### src/sv/dfir_pkg.sv
// ----------------------------------------------------------------------------
// dfir_pkg
// Shared types, constants and the coefficient table of the decimating
// symmetric FIR filter.
// ----------------------------------------------------------------------------
package dfir_pkg;

	localparam int TAP_COUNT_DEF  = 96;
	localparam int DECIMATION_DEF = 4;
	localparam int SAMPLE_W       = 16;
	localparam int COEF_W         = 12;
	localparam int OUT_SHIFT      = 13;
	localparam int SAT_HI         = 32767;
	localparam int SAT_LO         = -32768;
	localparam int SAT_LO_OUT     = -32767;
	localparam int TABLE_LEN      = 48;

	localparam logic signed [COEF_W-1:0] COEF_TABLE [TABLE_LEN] = '{
		-12'sd2,   -12'sd6,   -12'sd12,  -12'sd19,  -12'sd23,  -12'sd22,
		-12'sd14,  -12'sd1,    12'sd14,   12'sd25,   12'sd26,   12'sd16,
		-12'sd1,   -12'sd20,  -12'sd31,  -12'sd29,  -12'sd13,   12'sd11,
		 12'sd31,   12'sd39,   12'sd28,   12'sd2,   -12'sd28,  -12'sd46,
		-12'sd44,  -12'sd19,   12'sd18,   12'sd51,   12'sd61,   12'sd41,
		-12'sd3,   -12'sd51,  -12'sd80,  -12'sd71,  -12'sd23,   12'sd45,
		 12'sd102,  12'sd115,  12'sd68,  -12'sd28,  -12'sd135, -12'sd199,
		-12'sd170, -12'sd25,   12'sd219,  12'sd508,  12'sd765,  12'sd915
	};

	typedef enum logic [1:0] {
		ST_IDLE,
		ST_READ,
		ST_DRAIN
	} dfir_state_t;

	typedef struct packed {
		logic wr_en;
		logic acc_clr;
		logic rd_en;
		logic out_load;
	} dfir_cmd_t;

	typedef struct packed {
		logic pipe_busy;
		logic out_blocked;
	} dfir_status_t;

	// The table is aligned on its centre coefficient; taps outside it are zero.
	function automatic logic signed [COEF_W-1:0] coef_at(input int idx, input int half);
		int k;
		k = idx + TABLE_LEN - half;
		if (k < 0 || k >= TABLE_LEN) begin
			return '0;
		end
		return COEF_TABLE[k];
	endfunction

endpackage

### src/sv/dfir_ctrl.sv
// ----------------------------------------------------------------------------
// dfir_ctrl
// Controller: takes items, tracks the decimation phase and sequences the
// coefficient pairs through the shared multiply-accumulate datapath.
// ----------------------------------------------------------------------------
module dfir_ctrl #(
	parameter int TAP_COUNT  = dfir_pkg::TAP_COUNT_DEF,
	parameter int DECIMATION = dfir_pkg::DECIMATION_DEF,
	localparam int HALF      = TAP_COUNT / 2,
	localparam int IW        = $clog2(HALF),
	localparam int PW        = $clog2(DECIMATION)
) (
	input  logic                 clk,
	input  logic                 arst_n,
	input  logic                 in_valid,
	output logic                 in_stall,
	output dfir_pkg::dfir_cmd_t  cmd,
	output logic [IW-1:0]        tap_idx,
	input  dfir_pkg::dfir_status_t status
);

	localparam logic [IW-1:0] LAST_IDX  = IW'(HALF - 1);
	localparam logic [PW-1:0] LAST_PHASE = PW'(DECIMATION - 1);

	dfir_pkg::dfir_state_t state_q, state_d;
	logic [IW-1:0] tap_idx_q, tap_idx_d;
	logic [PW-1:0] phase_q, phase_d;

	always_ff @(posedge clk or negedge arst_n) begin
		if (!arst_n) begin
			state_q   <= dfir_pkg::ST_IDLE;
			tap_idx_q <= '0;
			phase_q   <= '0;
		end else begin
			state_q   <= state_d;
			tap_idx_q <= tap_idx_d;
			phase_q   <= phase_d;
		end
	end

	always_comb begin
		state_d   = state_q;
		tap_idx_d = tap_idx_q;
		phase_d   = phase_q;
		cmd       = '0;
		in_stall  = 1'b1;
		case (state_q)
			dfir_pkg::ST_IDLE: begin
				in_stall = 1'b0;
				if (in_valid) begin
					cmd.wr_en = 1'b1;
					phase_d   = (phase_q == LAST_PHASE) ? '0 : phase_q + 1'b1;
					if (phase_q == '0) begin
						cmd.acc_clr = 1'b1;
						tap_idx_d   = '0;
						state_d     = dfir_pkg::ST_READ;
					end
				end
			end
			dfir_pkg::ST_READ: begin
				cmd.rd_en = 1'b1;
				if (tap_idx_q == LAST_IDX) begin
					state_d = dfir_pkg::ST_DRAIN;
				end else begin
					tap_idx_d = tap_idx_q + 1'b1;
				end
			end
			dfir_pkg::ST_DRAIN: begin
				if (!status.pipe_busy && !status.out_blocked) begin
					cmd.out_load = 1'b1;
					state_d      = dfir_pkg::ST_IDLE;
				end
			end
			default: begin
				state_d = dfir_pkg::ST_IDLE;
			end
		endcase
	end

	assign tap_idx = tap_idx_q;

endmodule

### src/sv/dfir_dp.sv
// ----------------------------------------------------------------------------
// dfir_dp
// Datapath: channel select, circular sample history memory, symmetric pair
// adder, multiplier, accumulator, arithmetic shift, clamp and output register.
// ----------------------------------------------------------------------------
module dfir_dp #(
	parameter int TAP_COUNT = dfir_pkg::TAP_COUNT_DEF,
	localparam int HALF     = TAP_COUNT / 2,
	localparam int IW       = $clog2(HALF),
	localparam int SW       = dfir_pkg::SAMPLE_W
) (
	input  logic                   clk,
	input  logic                   arst_n,
	input  logic                   cfg_we,
	input  logic                   cfg_wdata,
	input  logic signed [SW-1:0]   right_sample,
	input  logic signed [SW-1:0]   left_sample,
	input  dfir_pkg::dfir_cmd_t    cmd,
	input  logic [IW-1:0]          tap_idx,
	output dfir_pkg::dfir_status_t status,
	output logic                   out_valid,
	input  logic                   out_stall,
	output logic signed [SW-1:0]   low_rate_sample
);

	localparam int AW     = $clog2(TAP_COUNT);
	localparam int DEPTH  = 1 << AW;
	localparam int CW     = dfir_pkg::COEF_W;
	localparam int PAIR_W = SW + 1;
	localparam int PROD_W = PAIR_W + CW;
	localparam int ACC_W  = PROD_W + IW + 1;
	localparam int YW     = ACC_W - dfir_pkg::OUT_SHIFT;
	localparam logic [AW-1:0] LAST_TAP = AW'(TAP_COUNT - 1);
	localparam logic signed [YW-1:0] Y_HI = YW'(dfir_pkg::SAT_HI);
	localparam logic signed [YW-1:0] Y_LO = YW'(dfir_pkg::SAT_LO);
	localparam logic signed [SW-1:0] OUT_HI = SW'(dfir_pkg::SAT_HI);
	localparam logic signed [SW-1:0] OUT_LO = SW'(dfir_pkg::SAT_LO_OUT);

	logic                  take_left_q;
	logic [AW-1:0]         wptr_q;
	logic [AW-1:0]         wr_addr;
	logic [AW-1:0]         addr_a;
	logic [AW-1:0]         addr_b;
	logic [DEPTH-1:0]      hist_vld_q;
	logic signed [SW-1:0]  hist_mem [DEPTH];
	logic signed [SW-1:0]  cur_sample;

	logic                  v_s1, v_s2, v_s3;
	logic signed [SW-1:0]  mem_a_s1, mem_b_s1;
	logic                  vld_a_s1, vld_b_s1;
	logic signed [CW-1:0]  coef_s1, coef_s2;
	logic signed [PAIR_W-1:0] pair_s2;
	logic signed [PROD_W-1:0] prod_s3;
	logic signed [ACC_W-1:0]  acc_q;
	logic signed [PAIR_W-1:0] pair_sum;
	logic signed [YW-1:0]     y_shift;
	logic signed [SW-1:0]     y_clamp;

	logic                  out_valid_q;
	logic signed [SW-1:0]  out_sample_q;

	assign cur_sample = take_left_q ? left_sample : right_sample;
	assign wr_addr    = wptr_q + 1'b1;
	assign addr_a     = wptr_q - AW'(tap_idx);
	assign addr_b     = wptr_q - (LAST_TAP - AW'(tap_idx));

	always_ff @(posedge clk or negedge arst_n) begin
		if (!arst_n) begin
			take_left_q <= 1'b1;
			wptr_q      <= '0;
			hist_vld_q  <= '0;
			v_s1        <= 1'b0;
			v_s2        <= 1'b0;
			v_s3        <= 1'b0;
			out_valid_q <= 1'b0;
		end else begin
			if (cfg_we) begin
				take_left_q <= cfg_wdata;
			end
			if (cmd.wr_en) begin
				wptr_q              <= wr_addr;
				hist_vld_q[wr_addr] <= 1'b1;
			end
			v_s1 <= cmd.rd_en;
			v_s2 <= v_s1;
			v_s3 <= v_s2;
			if (cmd.out_load) begin
				out_valid_q <= 1'b1;
			end else if (out_valid_q && !out_stall) begin
				out_valid_q <= 1'b0;
			end
		end
	end

	always_ff @(posedge clk) begin
		if (cmd.wr_en) begin
			hist_mem[wr_addr] <= cur_sample;
		end
		mem_a_s1 <= hist_mem[addr_a];
		mem_b_s1 <= hist_mem[addr_b];
	end

	always_ff @(posedge clk) begin
		vld_a_s1 <= hist_vld_q[addr_a];
		vld_b_s1 <= hist_vld_q[addr_b];
		coef_s1  <= dfir_pkg::coef_at(int'(tap_idx), HALF);
		pair_s2  <= pair_sum;
		coef_s2  <= coef_s1;
		prod_s3  <= pair_s2 * coef_s2;
		if (cmd.acc_clr) begin
			acc_q <= '0;
		end else if (v_s3) begin
			acc_q <= acc_q + ACC_W'(prod_s3);
		end
		if (cmd.out_load) begin
			out_sample_q <= y_clamp;
		end
	end

	always_comb begin
		pair_sum = (vld_a_s1 ? PAIR_W'(mem_a_s1) : '0) + (vld_b_s1 ? PAIR_W'(mem_b_s1) : '0);
	end

	always_comb begin
		y_shift = YW'(acc_q >>> dfir_pkg::OUT_SHIFT);
		if (y_shift > Y_HI) begin
			y_clamp = OUT_HI;
		end else if (y_shift < Y_LO) begin
			y_clamp = OUT_LO;
		end else begin
			y_clamp = y_shift[SW-1:0];
		end
	end

	assign status.pipe_busy   = v_s1 | v_s2 | v_s3;
	assign status.out_blocked = out_valid_q & out_stall;
	assign out_valid          = out_valid_q;
	assign low_rate_sample    = out_sample_q;

endmodule

### src/sv/decimate_by_four_symmetric_fir_top.sv
// ----------------------------------------------------------------------------
// decimate_by_four_symmetric_fir_top
// Stereo in, mono out low-pass FIR that keeps one output for every four
// input items.
// ----------------------------------------------------------------------------
// Each input item is a stereo pair; cfg_we with cfg_wdata selects the left
// (1, the reset value) or right (0) channel; the user is to write it only
// while idle, which the block does not enforce. Both channels use valid and
// stall; an item moves when valid is high and stall is low.
// The first item after reset and every fourth one after it produce one
// output item; the others only enter the history.
// An output item occupies the block while it is accepted, while its coefficient
// pairs pass one per cycle through the single multiply-accumulate unit, and
// while that unit's pipeline drains and the result is clamped. The output
// becomes valid when the controller leaves ST_DRAIN and loads the clamped
// result into the output register. In ST_READ and ST_DRAIN the input is
// stalled, so no new item is taken until the current output is loaded.
// Reset clears the history, the decimation phase and the output valid flag.
// A result that waits under stall stays in the output register; the block
// keeps taking items and only holds before loading the next result.
// ----------------------------------------------------------------------------
module decimate_by_four_symmetric_fir_top #(
	parameter int TAP_COUNT  = dfir_pkg::TAP_COUNT_DEF,
	parameter int DECIMATION = dfir_pkg::DECIMATION_DEF
) (
	input  logic                               clk,
	input  logic                               arst_n,
	input  logic                               cfg_we,
	input  logic                               cfg_wdata,
	input  logic                               in_valid,
	output logic                               in_stall,
	input  logic signed [dfir_pkg::SAMPLE_W-1:0] right_sample,
	input  logic signed [dfir_pkg::SAMPLE_W-1:0] left_sample,
	output logic                               out_valid,
	input  logic                               out_stall,
	output logic signed [dfir_pkg::SAMPLE_W-1:0] low_rate_sample
);

	localparam int IW = $clog2(TAP_COUNT / 2);

	dfir_pkg::dfir_cmd_t    cmd;
	dfir_pkg::dfir_status_t status;
	logic [IW-1:0]          tap_idx;

	dfir_ctrl #(
		.TAP_COUNT  (TAP_COUNT),
		.DECIMATION (DECIMATION)
	) u_ctrl (
		.clk      (clk),
		.arst_n   (arst_n),
		.in_valid (in_valid),
		.in_stall (in_stall),
		.cmd      (cmd),
		.tap_idx  (tap_idx),
		.status   (status)
	);

	dfir_dp #(
		.TAP_COUNT (TAP_COUNT)
	) u_dp (
		.clk             (clk),
		.arst_n          (arst_n),
		.cfg_we          (cfg_we),
		.cfg_wdata       (cfg_wdata),
		.right_sample    (right_sample),
		.left_sample     (left_sample),
		.cmd             (cmd),
		.tap_idx         (tap_idx),
		.status          (status),
		.out_valid       (out_valid),
		.out_stall       (out_stall),
		.low_rate_sample (low_rate_sample)
	);

endmodule

### config.mk
export PLATFORM = sky130hd
export DESIGN_NAME = decimate_by_four_symmetric_fir_top
export DESIGN_NICKNAME = d
export VERILOG_FILES = /design/src/sv/dfir_pkg.sv /design/src/sv/dfir_ctrl.sv /design/src/sv/dfir_dp.sv /design/src/sv/decimate_by_four_symmetric_fir_top.sv
export SDC_FILE = /design/constraint.sdc
export NUM_CORES = 2
export LEC_CHECK = 0
export ABC_CLOCK_PERIOD_IN_PS = 14500
export BUFFER_PORTS_ARGS = -buffer_cell sky130_fd_sc_hd__buf_2
export CAP_MARGIN = 20
export CORE_MARGIN = 1.5
export CORE_UTILIZATION = 45
export CTS_CLUSTER_SIZE = 14
export DETAILED_ROUTE_END_ITERATION = 8
export PLACE_DENSITY = 0.57
export SETUP_SLACK_MARGIN = 0.2
export SYNTH_ARGS = -nofsm -noshare
export SYNTH_HDL_FRONTEND = slang
export SYNTH_HIERARCHICAL = 1
export SYNTH_SLANG_ARGS = --single-unit
### constraint.sdc
create_clock -name clk -period 14.5 [get_ports clk]
set_input_delay 2.9 -clock clk [delete_from_list [all_inputs] [get_ports clk]]
set_output_delay 2.9 -clock clk [all_outputs]
set_load 0.01 [all_outputs]
Word-level counts from Yosys, hierarchy flattened:

Memory sizes are Yosys's and may differ from the RTL's. A register that Yosys moved wholly into a read port is not among the register bits.
Index checks and enable logic that the tools add are counted.

* flip-flop bits (word level): 274
* bits in writable memories: 2048
* bits in read-only memories: 768
* input bits: 38
* output and inout port bits: 18
* logic and storage cells: 106
* memories kept: 2

Memory list
* u_dp.hist_mem: words 128, bits a word 16, rd ports 2, clocked after Yosys merged registers in 2, wr ports 1, line dfir_dp.sv:45 `logic signed [SW-1:0] hist_mem [DEPTH];`
* (no name shown): words 64, bits a word 12, rd ports 1, clocked after Yosys merged registers in 0, wr ports 0, line dfir_pkg.sv:54 `return COEF_TABLE[k];`

* add/subtract/negate cells: 10
* multipliers: 1
* $lt $le $gt $ge: 9
* equality and inequality tests: 9
* muxes and demuxes: 36
* bitwise operators: 5
* reductions and logical operators: 15

Operators with widths (number)
* bitwise OR 128 bit: 1
* >= comparator 32 x 7 -> 1 bit, second input constant: 2
* 2-to-1 mux 12 bit: 4
* adder 36 x 29 -> 36 bit: 1
* 2-to-1 mux 17 bit: 2
* < comparator 32 x 1 -> 1 bit, second input constant: 1
* 2-to-1 mux 16 bit: 2
* inverter 32 bit: 1
* subtractor 32 x 7 -> 32 bit, second input constant: 1
* multiplier 17 x 12 -> 29 bit: 1
* < comparator 7 x 8 -> 1 bit, second input constant: 3
* > comparator 23 x 16 -> 1 bit, second input constant: 1
* < comparator 23 x 16 -> 1 bit, second input constant: 1
* 2-to-1 mux 6 bit: 3
* adder 17 bit: 1
* binary-select mux 1 bit (select 7 bit): 2
* 2-to-1 mux 2 bit: 7
* 2-to-1 mux 1 bit: 13
* case mux 6 bit (2 select lines): 1
* AND reduction 4 bit: 2
* adder 6 x 6 -> 7 bit, second input constant: 1
* adder 7 x 1 -> 7 bit, second input constant: 1
* demux 1 bit (select 7 bit): 1
* >= comparator 7 x 1 -> 1 bit, second input constant: 1
* 20 further kinds: 31

Depth between registers and ports, before layout:

* depth after elaboration: 7
* mapped depth: 24

By module:

The synthesis kept the hierarchy.

Modules (own cells, without submodules)
* dfir_dp: instances 1, cells each 6311, area each 116695.7 sq um, seq. area each 68246.7 sq um
* dfir_ctrl: instances 1, cells each 59, area each 585.6 sq um, seq. area each 250.2 sq um

Least setup slack after synthesis:

Ideal clock, no wire load.

* path type: input to register
* start: input in_valid
* end: memory u_dp/hist_mem[102][0] (netlist bit), enable pin
* library setup time: 0.389 ns
* data arrival time: 5.053 ns
* path slack: 9.057 ns
* stages: 7
* buffers on the path: 3
* cells stage by stage: nor3b_1 clkbuf_1 nand2_1 or3_1 clkbuf_1 clkbuf_1 nor2_1

* word-level cells in the longest chain between the ends: 4

Ends and longest elaborated chain
* from (decl): line decimate_by_four_symmetric_fir_top.sv:30 `input logic in_valid,`
* 2-to-1 mux 2 bit: line dfir_ctrl.sv:50 `if (in_valid) begin`
* 2-to-1 mux 2 bit: line dfir_ctrl.sv:47 `case (state_q)`
* 2-to-1 mux 1 bit: line dfir_dp.sv:96 `if (cmd.wr_en) begin`
* 2-to-1 mux 1 bit (not written as such): line dfir_dp.sv:97 `hist_mem[wr_addr] <= cur_sample;`
* to (decl): line dfir_dp.sv:45

No other way between the ends.

Worst setup path after layout:

* start: register u_ctrl.tap_idx_q[1], in the netlist u_ctrl/tap_idx[1]
* end: register u_dp.mem_a_s1[2], read port of u_dp.hist_mem

* word-level cells in the longest chain between the ends: 1

Ends and longest elaborated chain
* from (decl): line dfir_ctrl.sv:26 `logic [IW-1:0] tap_idx_q, tap_idx_d;`
* from (signal assigned): line dfir_ctrl.sv:36 `tap_idx_q <= tap_idx_d;`
* subtractor 7 x 6 -> 7 bit: line dfir_dp.sv:64 `assign addr_a = wptr_q - AW'(tap_idx);`
* to (decl): line dfir_dp.sv:49 `logic signed [SW-1:0] mem_a_s1, mem_b_s1;`

No other way between the ends.
A chain may end at the register's enable or synchronous reset.

==> flow_summary_export.csv <==
group,metric,value,unit
synth,yosysMostFrequentCell,"edfxtp_1",
routing,wl_per_cell,34.1,um
sta,rsz0062_at_grt,"no",
die,dieArea,264000,sq um
synth,ys_ff_latch,2352,
sta,fmax,133,MHz
die,num_io_pins,56,
sta,min_period,7490,ps
grt,gr-usage-met3,4.39,%
sta,maxSlewViolCount,0,
synth,synthSimpleGateAreaFrac,4.04,%
critical_path,worst-path-stages,11,
synth,synth_edf_count,2064,
synth,synthTopCellsByArea,"edfxtp_1, mux4_2, fa_1",
grt,busiest_layer,"met2",
routing,vias,65640,
cts,cts_root_buf,"clkbuf_16",
synth,avgSynthCellArea,18.4,sq um
synth,synthXorXnorAreaFrac,0.699,%
sta,finalHoldViolCount,0,
grt,use_met1,38.2,%
cts,insertion_delay,930,ps
sta,final-setup-viol-count,0,
outcome,outcome,"finished, final reports clean",
synth,synthArstFlopShare,6.38,%
grt,met2_usage,40.6,%
cells_and_area,area_growth,11.7,%
hold_path,min_path_type,"register to register",
sta,period_share,51.7,%
cells_and_area,layout.nets,6865,
cells_and_area,drive_gt1_share,35.0,%
synth,ys_seq_area_share,58.4,%
routing,drt_wl_total,344000,um
cts,hold_buffers,0,
sta,skew,68.3,ps
cts,cts_resized,0,
critical_path,path_class,"register to register",
cts,path_clk_slew,70,ps
cts,cts-buffers-inserted,278,
die,die_h,514,um
critical_path,crit_family,"buffers and inverters",
synth,synth_top_area_share,52.8,%
die,core-area,259000,sq um
sta,tns,0,ps
synth,synth_common_cells,"edfxtp_1, mux4_2, nand2_1",
grt,grt_max_degree,129,
sta,tightestPinTransition,1160,ps
synth,dominantRegCellSynth,"edfxtp_1",
critical_path,reg2reg_slack,7010,ps
routing,dr.pass1.iters,7,
cts,cts.path.max_buffers,4,
synth,synthAdderAreaFrac,4.81,%
critical_path,cpMaxStageDelayCell,"fa_4",
critical_path,cp-start-kind,"register",
routing,drc_errors,0,
hold_path,hold_depth,0,
cts,cts_tree,"done",
synth,synth_top_family_by_area,"multiplexers",
die,rows,187,
critical_path,required,15320,ps
critical_path,worstPathMaxFanout,98,
critical_path,reg2reg_depth,11,
job,maxCapViolCount,0,
synth,syn-cell-area,117000,sq um
routing,ant_nets,0,
synth,yosysTopAreaCell,"edfxtp_1",
grt,antenna_found_initial,17,
grt,grt_pass1_vias,66439,
synth,synthMuxAreaShare,27.0,%
placed_design,gp_congestion,0.828,
synth,yosys_warnings,6,
die,dieWidth,514,um
grt,grt.total_usage,26.3,%
synth,synth_compound_area_share,2.41,%
synth,syn_nets,6743,
die,initial_core_util,45.2,%
grt,globalRoute.totalOverflow,0,
cts,clock-sinks,2352,
sta,slew_headroom,22.3,%
critical_path,arrival,8320,ps
synth,ys_types,82,
critical_path,critPathBufInv,4,
cts,cts_setup_buffers,0,
grt,grt_pass1_wl,492000,um
routing,vias_per_cell,6.50,
critical_path,end_kind,"register",
placed_design,io_buffers,55,
routing,drt_iter0_drc,8030,
critical_path,crit_chain,"inv_1 -> fa_4 -> buf_4 -> buf_12 -> buf_4 -> mux4_2 -> mux4_2 -> nor2b_1 -> a211oi_1 -> a21oi_1 -> mux2_2",
cts,htree_levels,5,
synth,synth_cells,6370,
critical_path,crit_path_max_incr_delay,1230,ps
placed_design,hpwl,206000,um
## final timing paths
| check | from | end |
|---|---|---|
| worst min-delay path | u_dp/coef_s1[1]$_SDFF_PP0_ | u_dp/coef_s2[1]$_DFF_P_ |
| worst max-delay path | u_ctrl/tap_idx[1]$_DFFE_PN0P_ | u_dp/mem_a_s1[2]$_DFF_P_ |
| min in group asynchronous | arst_n | u_dp/hist_vld_q[101]$_DFFE_PN0P_ |
| worst min register to register | u_dp/coef_s1[1]$_SDFF_PP0_ | u_dp/coef_s2[1]$_DFF_P_ |
| worst max register to register | u_ctrl/tap_idx[1]$_DFFE_PN0P_ | u_dp/mem_a_s1[2]$_DFF_P_ |
| max in group asynchronous | arst_n | u_dp/v_s3$_DFF_PN0_ |
## state kept, by name (all words and copies together) (netlist names), 2 cells and up
name	flops
u_dp/prod_s3	29
u_dp/pair_s2	17
u_ctrl/tap_idx	6
u_dp/mem_a_s1	16
u_ctrl/phase_q	2
u_dp/coef_s2	11
u_dp/mem_b_s1	16
u_dp/wptr_q	7
u_dp/low_rate_sample	16
u_dp/coef_s1	11
u_dp/hist_vld_q	128
u_dp/acc_q	36
u_dp/hist_mem	2048
u_ctrl/state_q	2
## final cells by class
cell class	count	area [sq um]
Antenna cell	7	17.5
Clock buffer	358	7470
Clock inverter	124	1290
Fill cell	20927	128000
Inverter	277	1040
Multi-Input combinational cell	3313	46400
Sequential cell	2352	68500
Tap cell	3402	4260
Timing Repair Buffer	270	2040
## cell usage in the layout, fill, tap and decap left out, drive strengths merged, types with 58 or more instances in the layout
| master | synthesis | layout |
|---|---|---|
| a21o | 58 | 58 |
| a21oi | 132 | 132 |
| and2 | 95 | 95 |
| buf | 205 | 269 |
| clkbuf | 223 | 359 |
| clkinv | 0 | 81 |
| dfrtp | 149 | 149 |
| dfxtp | 138 | 138 |
| edfxtp | 2064 | 2064 |
| fa | 193 | 193 |
| ha | 142 | 142 |
| inv | 277 | 283 |
| mux4 | 1364 | 1364 |
| nand2 | 349 | 349 |
| nand3 | 60 | 60 |
| nor2 | 221 | 221 |
| o21ai | 83 | 83 |
| or2 | 130 | 130 |
| xnor2 | 65 | 65 |
## layer usage
layer,vias up,part of all wire [%],wire length (um)
li1,26201,-,-
met1,35747,41,142000
met2,3151,47,160000
met3,535,8.4,29000
met4,6,3.5,12100
met5,-,0.013,46
## logic make-up (layout without fill, tap and decap cells)
| kind of cell | count (synthesis) | after routing |
|---|---|---|
| muxes | 1457 | 1457 |
| DFF | 2352 | 2352 |
| AOI/OAI and AO/OA | 439 | 439 |
| xor gates and xnor gates | 91 | 91 |
| and+or+nand+nor | 991 | 991 |
| other | 0 | 7 |
| adders and majority gates | 335 | 335 |
| buffers and inverters | 705 | 1029 |
## per-stage QoR
stage / setup slack (ps) / instance area, sq um / utilization, % / hold WS, ps / instances
final: 7010 / 131000 / 50.5 / 332 / 10103
after global routing: 6550 / 131000 / 50.5 / 336 / 10101
after CTS: 6910 / 131000 / 50.5 / 334 / 10096
after detailed placement: 6880 / 122000 / 47.1 / 312 / 9614
after global placement: 6880 / 122000 / 47.1 / 314 / 9613
after floorplan: 9060 / 117000 / - / 310 / 6370
Power is not shown: default switching activity piles up to over one toggle a cycle in this logic, so the estimate is an artifact.
